[config.mk]
export PLATFORM = sky130hd
export DESIGN_NAME = multi_rate_tick_scheduler
export DESIGN_NICKNAME = d
export VERILOG_FILES = /design/src/rtl/mrts_pkg.sv /design/src/rtl/mrts_in_stage.sv /design/src/rtl/mrts_sched.sv /design/src/rtl/multi_rate_tick_scheduler.sv
export VERILOG_INCLUDE_DIRS = /design/src /design/src/rtl
export SDC_FILE = /design/constraint.sdc
export NUM_CORES = 1
export LEC_CHECK = 0
export CORE_ASPECT_RATIO = 1.4
export CORE_MARGIN = 5
export CORE_UTILIZATION = 29
export CTS_CLUSTER_SIZE = 16
export DETAILED_ROUTE_END_ITERATION = 7
export DONT_BUFFER_PORTS = 1
export HOLD_SLACK_MARGIN = 0.05
export PLACE_DENSITY = 0.51
export SYNTH_ARGS = -nofsm -noshare
export SYNTH_HDL_FRONTEND = slang
export SYNTH_SLANG_ARGS = --single-unit
[constraint.sdc]
create_clock -name clk -period 5.5 [get_ports clk]
set_clock_uncertainty 0.05 [all_clocks]
set_input_delay 0.825 -clock clk [delete_from_list [all_inputs] [get_ports clk]]
set_output_delay 0.825 -clock clk [all_outputs]
set_load 0.01 [all_outputs]
[src/rtl/multi_rate_tick_scheduler_defines.svh]
// Assertion macros shared by the scheduler RTL.
// Depends on nothing; included by the files that carry assertions.
`ifndef MULTI_RATE_TICK_SCHEDULER_DEFINES_SVH
`define MULTI_RATE_TICK_SCHEDULER_DEFINES_SVH

// Same-cycle implication, disabled while reset is asserted.
`define MRTS_ASSERT_SAME(label, clk, rst_n, ante, cons) \
  label: assert property (@(posedge clk) disable iff (!rst_n) (ante) |-> (cons)) \
    else $error("scheduler assertion failed");

// Next-cycle implication, disabled while reset is asserted.
`define MRTS_ASSERT_NEXT(label, clk, rst_n, ante, cons) \
  label: assert property (@(posedge clk) disable iff (!rst_n) (ante) |=> (cons)) \
    else $error("scheduler assertion failed");

`endif

[src/rtl/mrts_pkg.sv]
// Shared types, constants and helpers of the multi-rate tick scheduler.
// Depends on nothing; imported by every scheduler module.
package mrts_pkg;

  // Base tick rate in ticks per second and the derived per-rate dividers.
  localparam int TICK_RATE = 1000;
  localparam int DIV_MS    = TICK_RATE / 1000;
  localparam int DIV_CS    = TICK_RATE / 100;
  localparam int DIV_DS    = TICK_RATE / 10;

  localparam int PHASE_W = $clog2(TICK_RATE);
  localparam int MS_W    = (DIV_MS > 1) ? $clog2(DIV_MS) : 1;
  localparam int CS_W    = (DIV_CS > 1) ? $clog2(DIV_CS) : 1;
  localparam int DS_W    = (DIV_DS > 1) ? $clog2(DIV_DS) : 1;

  // Rate bit positions in the flag and delay vectors.
  localparam int RATE_MS = 0;
  localparam int RATE_CS = 1;
  localparam int RATE_DS = 2;
  localparam int RATE_S  = 3;

  // Opcodes.
  localparam logic [2:0] OP_TICK      = 3'd0;
  localparam logic [2:0] OP_LOAD_MS   = 3'd1;
  localparam logic [2:0] OP_LOAD_CS   = 3'd2;
  localparam logic [2:0] OP_LOAD_DS   = 3'd3;
  localparam logic [2:0] OP_LOAD_S    = 3'd4;
  localparam logic [2:0] OP_LOAD_BEEP = 3'd5;
  localparam logic [2:0] OP_LOAD_BIP  = 3'd6;
  localparam logic [2:0] OP_CLEAR     = 3'd7;

  // Configuration register indexes and reset values.
  localparam logic [1:0] CFG_BEEP_LENGTH = 2'd0;
  localparam logic [1:0] CFG_BIP_LENGTH  = 2'd1;
  localparam logic [1:0] CFG_BIP_GAP     = 2'd2;

  localparam logic [7:0] BEEP_LENGTH_RST = 8'd60;
  localparam logic [7:0] BIP_LENGTH_RST  = 8'd5;
  localparam logic [3:0] BIP_GAP_RST     = 4'd10;

  // One input word.
  typedef struct packed {
    logic [2:0]  opcode;
    logic [31:0] value;
    logic [3:0]  flags_to_clear;
  } item_t;

  // Configuration register contents.
  typedef struct packed {
    logic [7:0] beep_length;
    logic [7:0] bip_length;
    logic [3:0] bip_gap;
  } cfg_t;

  // One result word.
  typedef struct packed {
    logic [3:0]  rate_flags;
    logic [3:0]  delays_done;
    logic        buzzer_on;
    logic        led_on;
    logic [31:0] elapsed_seconds;
    logic        sounds_pending;
  } res_t;

  // Load counts above 255 saturate.
  function automatic logic [7:0] sat8(input logic [31:0] v);
    sat8 = (|v[31:8]) ? 8'hFF : v[7:0];
  endfunction

endpackage

[src/rtl/mrts_in_stage.sv]
// Input register of the scheduler: captures one word and its valid bit.
// Depends on mrts_pkg.
module mrts_in_stage
  import mrts_pkg::*;
(
  input  logic  clk,
  input  logic  rst_n,
  input  logic  in_valid,
  output logic  in_stall,
  input  item_t in_item,
  input  logic  advance,
  output logic  valid,
  output item_t item
);

  logic  valid_r;
  logic  valid_nxt;
  item_t item_r;

  // Hold while a captured word cannot move on.
  assign in_stall  = valid_r && !advance;
  assign valid_nxt = in_stall ? 1'b1 : in_valid;

  always_ff @(posedge clk) begin
    if (!rst_n) begin
      valid_r <= 1'b0;
    end else begin
      valid_r <= valid_nxt;
    end
  end

  // Payload loads only on an accepted word.
  always_ff @(posedge clk) begin
    if (in_valid && !in_stall) begin
      item_r <= in_item;
    end
  end

  assign valid = valid_r;
  assign item  = item_r;

endmodule

[src/rtl/mrts_sched.sv]
// Scheduler state and its single-pass update for one word.
// Depends on mrts_pkg.
module mrts_sched
  import mrts_pkg::*;
(
  input  logic  clk,
  input  logic  rst_n,
  input  logic  fire,
  input  item_t item,
  input  cfg_t  cfg,
  output res_t  res
);

  logic [PHASE_W-1:0] phase_r, phase_nxt;
  logic [MS_W-1:0]    ms_r, ms_nxt;
  logic [CS_W-1:0]    cs_r, cs_nxt;
  logic [DS_W-1:0]    ds_r, ds_nxt;
  logic [3:0]         flags_r, flags_nxt;
  logic [31:0]        delay_r [4];
  logic [31:0]        delay_nxt [4];
  logic [7:0]         buzz_left_r, buzz_left_nxt;
  logic               buzz_level_r, buzz_level_nxt;
  logic [3:0]         gap_left_r, gap_left_nxt;
  logic [7:0]         bips_left_r, bips_left_nxt;
  logic [7:0]         beeps_left_r, beeps_left_nxt;
  logic [31:0]        seconds_r, seconds_nxt;
  logic [3:0]         hits;
  logic               wrap;
  logic [3:0]         done;

  // Next state for one word.
  always_comb begin
    phase_nxt      = phase_r;
    ms_nxt         = ms_r;
    cs_nxt         = cs_r;
    ds_nxt         = ds_r;
    flags_nxt      = flags_r;
    delay_nxt      = delay_r;
    buzz_left_nxt  = buzz_left_r;
    buzz_level_nxt = buzz_level_r;
    gap_left_nxt   = gap_left_r;
    bips_left_nxt  = bips_left_r;
    beeps_left_nxt = beeps_left_r;
    seconds_nxt    = seconds_r;
    hits           = 4'b0000;
    wrap           = 1'b0;
    if (fire) begin
      case (item.opcode)
        OP_TICK: begin
          // Phase and the sub-counters that track phase modulo each divider.
          wrap      = (phase_r == PHASE_W'(TICK_RATE - 1));
          phase_nxt = wrap ? '0 : PHASE_W'(phase_r + 1'b1);
          ms_nxt    = (wrap || ms_r == MS_W'(DIV_MS - 1)) ? '0 : MS_W'(ms_r + 1'b1);
          cs_nxt    = (wrap || cs_r == CS_W'(DIV_CS - 1)) ? '0 : CS_W'(cs_r + 1'b1);
          ds_nxt    = (wrap || ds_r == DS_W'(DIV_DS - 1)) ? '0 : DS_W'(ds_r + 1'b1);
          hits[RATE_MS] = (ms_nxt == '0);
          hits[RATE_CS] = (cs_nxt == '0);
          hits[RATE_DS] = (ds_nxt == '0);
          hits[RATE_S]  = (phase_nxt == '0);

          // Each boundary sets its flag and counts its delay down to zero.
          for (int i = 0; i < 4; i++) begin
            if (hits[i]) begin
              flags_nxt[i] = 1'b1;
              if (delay_r[i] != 32'd0) begin
                delay_nxt[i] = delay_r[i] - 32'd1;
              end
            end
          end

          // 100 Hz: buzzer countdown first, then bip pacing.
          if (hits[RATE_CS]) begin
            if (buzz_left_r != 8'd0) begin
              buzz_left_nxt = buzz_left_r - 8'd1;
            end else begin
              buzz_level_nxt = 1'b0;
            end
            if (bips_left_r != 8'd0) begin
              if (gap_left_r != 4'd0) begin
                gap_left_nxt = gap_left_r - 4'd1;
              end else begin
                gap_left_nxt   = cfg.bip_gap;
                bips_left_nxt  = bips_left_r - 8'd1;
                buzz_left_nxt  = cfg.bip_length;
                buzz_level_nxt = 1'b1;
              end
            end
          end

          // 1 Hz: a pending beep takes the buzzer after the 100 Hz work.
          if (hits[RATE_S]) begin
            if (beeps_left_r != 8'd0) begin
              beeps_left_nxt = beeps_left_r - 8'd1;
              buzz_left_nxt  = cfg.beep_length;
              buzz_level_nxt = 1'b1;
            end
            seconds_nxt = seconds_r + 32'd1;
          end
        end
        OP_LOAD_MS, OP_LOAD_CS, OP_LOAD_DS, OP_LOAD_S: begin
          delay_nxt[2'(item.opcode - OP_LOAD_MS)] = item.value;
        end
        OP_LOAD_BEEP: begin
          beeps_left_nxt = sat8(item.value);
        end
        OP_LOAD_BIP: begin
          bips_left_nxt = sat8(item.value);
        end
        default: begin
          flags_nxt = flags_r & ~item.flags_to_clear;
        end
      endcase
    end
  end

  // State registers.
  always_ff @(posedge clk) begin
    if (!rst_n) begin
      phase_r      <= '0;
      ms_r         <= '0;
      cs_r         <= '0;
      ds_r         <= '0;
      flags_r      <= '0;
      delay_r      <= '{default: '0};
      buzz_left_r  <= '0;
      buzz_level_r <= 1'b0;
      gap_left_r   <= '0;
      bips_left_r  <= '0;
      beeps_left_r <= '0;
      seconds_r    <= '0;
    end else begin
      phase_r      <= phase_nxt;
      ms_r         <= ms_nxt;
      cs_r         <= cs_nxt;
      ds_r         <= ds_nxt;
      flags_r      <= flags_nxt;
      delay_r      <= delay_nxt;
      buzz_left_r  <= buzz_left_nxt;
      buzz_level_r <= buzz_level_nxt;
      gap_left_r   <= gap_left_nxt;
      bips_left_r  <= bips_left_nxt;
      beeps_left_r <= beeps_left_nxt;
      seconds_r    <= seconds_nxt;
    end
  end

  // Result word from the updated state.
  always_comb begin
    for (int i = 0; i < 4; i++) begin
      done[i] = (delay_nxt[i] == 32'd0);
    end
  end

  assign res.rate_flags      = flags_nxt;
  assign res.delays_done     = done;
  assign res.buzzer_on       = buzz_level_nxt;
  assign res.led_on          = seconds_nxt[0];
  assign res.elapsed_seconds = seconds_nxt;
  assign res.sounds_pending  = (beeps_left_nxt != 8'd0) || (bips_left_nxt != 8'd0);

endmodule

[src/rtl/multi_rate_tick_scheduler.sv]
// Top level of the multi-rate tick scheduler: configuration registers,
// input stage, scheduler state and the result register.
// Depends on mrts_pkg, mrts_in_stage, mrts_sched and the defines header.
//
// Takes one word per clock (a base tick, a counter load or a flag clear)
// and returns one result word for each, in order. Each accepted word is
// held in the input register and passes through the scheduler update
// into the result register. The sustained rate is one word per cycle
// whenever the result side does not stall; a stall backs up through the
// result register and the input register, so in_stall rises once both hold
// a word. Configuration writes are taken in any cycle (cfg_ready is always
// high); an index beyond the register list is ignored.
`include "multi_rate_tick_scheduler_defines.svh"

module multi_rate_tick_scheduler
  import mrts_pkg::*;
(
  input  logic        clk,
  input  logic        rst_n,
  input  logic        in_valid,
  output logic        in_stall,
  input  logic [2:0]  in_opcode,
  input  logic [31:0] in_value,
  input  logic [3:0]  in_flags_to_clear,
  output logic        out_valid,
  input  logic        out_stall,
  output logic [3:0]  out_rate_flags,
  output logic [3:0]  out_delays_done,
  output logic        out_buzzer_on,
  output logic        out_led_on,
  output logic [31:0] out_elapsed_seconds,
  output logic        out_sounds_pending,
  input  logic        cfg_valid,
  output logic        cfg_ready,
  input  logic [1:0]  cfg_index,
  input  logic [7:0]  cfg_data
);

  cfg_t  cfg_r;
  item_t in_item;
  item_t s1_item;
  logic  s1_valid;
  logic  advance;
  logic  fire;
  res_t  res;
  res_t  out_res_r;
  logic  out_valid_r;

  // Configuration registers.
  assign cfg_ready = 1'b1;

  always_ff @(posedge clk) begin
    if (!rst_n) begin
      cfg_r.beep_length <= BEEP_LENGTH_RST;
      cfg_r.bip_length  <= BIP_LENGTH_RST;
      cfg_r.bip_gap     <= BIP_GAP_RST;
    end else if (cfg_valid && cfg_ready) begin
      case (cfg_index)
        CFG_BEEP_LENGTH: cfg_r.beep_length <= cfg_data;
        CFG_BIP_LENGTH:  cfg_r.bip_length  <= cfg_data;
        CFG_BIP_GAP:     cfg_r.bip_gap     <= cfg_data[3:0];
        default: begin
        end
      endcase
    end
  end

  // Input stage.
  assign in_item.opcode         = in_opcode;
  assign in_item.value          = in_value;
  assign in_item.flags_to_clear = in_flags_to_clear;

  assign advance = !out_valid_r || !out_stall;
  assign fire    = s1_valid && advance;

  mrts_in_stage u_in_stage (
    .clk      (clk),
    .rst_n    (rst_n),
    .in_valid (in_valid),
    .in_stall (in_stall),
    .in_item  (in_item),
    .advance  (advance),
    .valid    (s1_valid),
    .item     (s1_item)
  );

  // Scheduler state update.
  mrts_sched u_sched (
    .clk   (clk),
    .rst_n (rst_n),
    .fire  (fire),
    .item  (s1_item),
    .cfg   (cfg_r),
    .res   (res)
  );

  // Result register.
  always_ff @(posedge clk) begin
    if (!rst_n) begin
      out_valid_r <= 1'b0;
    end else if (advance) begin
      out_valid_r <= s1_valid;
    end
  end

  always_ff @(posedge clk) begin
    if (fire) begin
      out_res_r <= res;
    end
  end

  assign out_valid           = out_valid_r;
  assign out_rate_flags      = out_res_r.rate_flags;
  assign out_delays_done     = out_res_r.delays_done;
  assign out_buzzer_on       = out_res_r.buzzer_on;
  assign out_led_on          = out_res_r.led_on;
  assign out_elapsed_seconds = out_res_r.elapsed_seconds;
  assign out_sounds_pending  = out_res_r.sounds_pending;

  // The input side stalls only when both stages hold a word and the output is stalled.
  `MRTS_ASSERT_SAME(a_stall_only_full, clk, rst_n, in_stall, s1_valid && out_valid_r && out_stall)
  // A word moved through the scheduler shows up as a result.
  `MRTS_ASSERT_NEXT(a_fire_gives_out, clk, rst_n, fire, out_valid)
  // With nothing in the input stage and the result drained, the output goes empty.
  `MRTS_ASSERT_NEXT(a_drain_empty, clk, rst_n, !s1_valid && advance, !out_valid)

endmodule

==> metrics.cfg <==
[status]
status=finished, final reports clean

[power_and_ir_drop]
p_clk_share_pct=43.9
p_int_mw=4.14
combPwrFrac_pct=11.2
swShare_pct=27.8
p_leak_nw=7.00
p_sw_mw=1.60
p_per_area_nw_per_um2=297
power_frac_seq_pct=44.8
peakVddDrop_mv=0.194

[drt]
wire_per_inst_um=22.6
via_per_inst=5.81
ant_nets=0
num_vias=16400
drc_errors=0
drtPass1Iterations=6
drtIter0Drc=1599
routed_wl_um=63800

[clocking]
cts-root-buf=clkbuf_16
htree_levels=2
cts.sinks=317
numCtsBuffers=39
cts_tree=done
cts_resized=0
cts_buffer_depth=3
cts_hold_buf=0
postCtsSetupRepairBufs=0
clkLatencyLatePin_ps=580
path_clk_slew_ps=60

[sta]
rsz0062_at_grt=no
drv_slew=0
finalSetupViolCount=0
slew_headroom_pct=29.8
min_period_ps=4490
fmax_mhz=223
fin_tns_setup_ps=0
hold_violations=0
tightest_slew_ps=1050
fin_crit_sh_pct=81.6

[final_layout]
syn_to_final_growth_pct=11.8
layout-drive-gt1-share_pct=6.72
fin_area_um2=19300
nFillCells=6192
final_nets=2113

[floorplan]
core_um2=59400
ioPinCount=100
die-height_um=299
num_rows=106
die_w_um=216
design.die.area_um2=64700
start_util_pct=29.1

[setup_path]
cp.arrival_ps=4890
crit_family=compound AO/OA/AOI/OAI gates
worstPathCellList=ha_1 > nand2_1 > o31ai_2 > a31oi_2 > buf_4 > a2111oi_2 > a31oi_1 > o21ai_0 > nand2_1 > or4_1 > nor4_1 > and4_1
slowest_delay_ps=820
reg2reg_depth=12
cp-end-kind=flop
path_max_fanout=11
critical_path.slowest_cell=a2111oi_2
r2r_end=out_delays_done[1]
reg2reg_slack_ps=1010
cp.required_ps=5900
crit_path_start_kind=flop
path_buf_inv=1
crit_path_frequent_cell=nand2_1
critPathKind=flop to flop
r2r-start=u_sched.phase_r[0]

[grt]
grt_max_degree=82
grt_pass1_wl_um=96600
gr-usage-all-layers_pct=18.9
grt_pass1_vias=16000
grt_overflow=0
grt_antenna_before_repair=1

[logic_synthesis]
yosys.area.top_type_share_pct=27.3
synth-edff-count=81
synthTopCellsByCount=nor2_1 (247), dfxtp_1 (236), nand2_1 (198)
yosysTopAreaCell=dfxtp_1
synth_ff_type=dfxtp_1
synthArstFlopShare_pct=0
yosys_warnings=0
synth.most_common_cell=nor2_1
syn_avg_cell_area_um2=8.27
synth_fp_nets=2166
ys_ff_latch=317
ys_seq_area_share_pct=41.4
yosys-top-cells-area=dfxtp_1 (27%), edfxtp_1 (14%), nor2_1 (5.4%)
syn-instance-count=2091
synth.distinct_cells=89
synth_area_um2=17300

[placement]
postPlaceCellArea_um2=18100
gp_congestion=0.943
dp_hpwl_um=44500
io_buffers=0

[worst_hold_path]
hold-path-cell-count=0
min_from=in_value[13]
hold_class=input port to flop
hold_path_end=u_in_stage.item[17]

[run]
max_cap_viol_count=0

-- state kept, by name, summed over array words and instances, names as in the netlist, 4 cells and up --
register	count
u_sched.cs_r	4
u_sched.buzz_left_r	8
out_rate_flags	4
u_sched.bips_left_r	8
u_sched.phase_r	10
u_sched.flags_r	4
u_sched.beeps_left_r	8
out_elapsed_seconds	32
u_sched.ds_r	7
u_sched.delay_r	128
cfg_r	20
u_in_stage.item	39
out_delays_done	4
u_sched.gap_left_r	4
u_sched.seconds_r	32
-- stage by stage --
step                cells  power [mW]  worst slack (ps)  utilization (%)  hold slack, ps
global route         2826        5.98               766             32.6             263
floorplan            2091        3.03              1380                -             389
detailed placement   2753        3.26               950             30.5             410
CTS                  2825        5.82              1060             32.5             253
finish               2826        5.74              1010             32.6             285
global placement     2753        3.25              1090             30.5             403
-- cells in the final DEF (no fill, tap or decap), types with 37 or more instances in the layout --
cell,synthesis,final
nor2_1,247,244
and2_1,77,77
edfxtp_1,81,81
dfxtp_1,236,236
clkbuf_16,0,41
a21oi_1,134,134
nor3_1,103,101
and3_1,39,39
o21ai_0,110,110
nand4_1,37,37
nand2_1,198,197
nand3_1,76,76
nor4_1,54,54
-- power groups by stage --
stage,Clock [mW],Sequential [mW],Combinational [mW]
global placement,0,2.62,0.631
detailed placement,0,2.62,0.634
floorplan,0,2.56,0.468
global route,2.71,2.58,0.698
finish,2.52,2.57,0.643
CTS,2.61,2.57,0.637
-- cell families (layout without fill, tap and decap cells) --
group | Yosys count | after routing | share of synthesized area [%]
adders and majority gates | 21 | 21 | 1.52
other | 1 | 2 | 0.0217
muxes | 39 | 39 | 2.28
buffers and inverters | 162 | 140 | 3.65
xor gates and xnor gates | 44 | 44 | 2.23
DFF | 317 | 317 | 41.4
AOI/OAI and AO/OA | 518 | 518 | 19.8
and+or+nand+nor | 989 | 989 | 29.1
-- metal layers --
metal / vias up / track usage, % / share of wire, %
li1: 7703 / - / -
met1: 7913 / 21.7 / 39
met5: - / 0 / 0
met4: 0 / 12.0 / 7.0
met3: 188 / 2.81 / 5.6
met2: 616 / 33.0 / 49
-- final cells by class --
cell class	count	area, um2	share of cell area (%)
multi-input cells	1612	9580	49.5
flip-flops and latches	317	7160	37.0
clock buffers	63	1180	6.09
well taps	756	946	4.89
repair buffers	34	293	1.51
inverters	34	130	0.673
clock inverters	9	58.8	0.304
diodes	1	2.50	0.0129
-- worst max-delay path by stage --
stage | endpoint | slack [ps] | startpoint | cells past startpoint
3_5_place_dp | out_delays_done[2] | 950 | out_stall | 11
5_1_grt | out_delays_done[1] | 770 | u_sched.phase_r[0] | 12
6_report | out_delays_done[1] | 1010 | u_sched.phase_r[0] | 12
4_1_cts | out_delays_done[1] | 1060 | u_sched.phase_r[0] | 12
3_3_place_gp | out_delays_done[2] | 1090 | out_stall | 11
2_1_floorplan | out_sounds_pending | 1380 | out_stall | 12
Power figures use the tool's default switching activity.
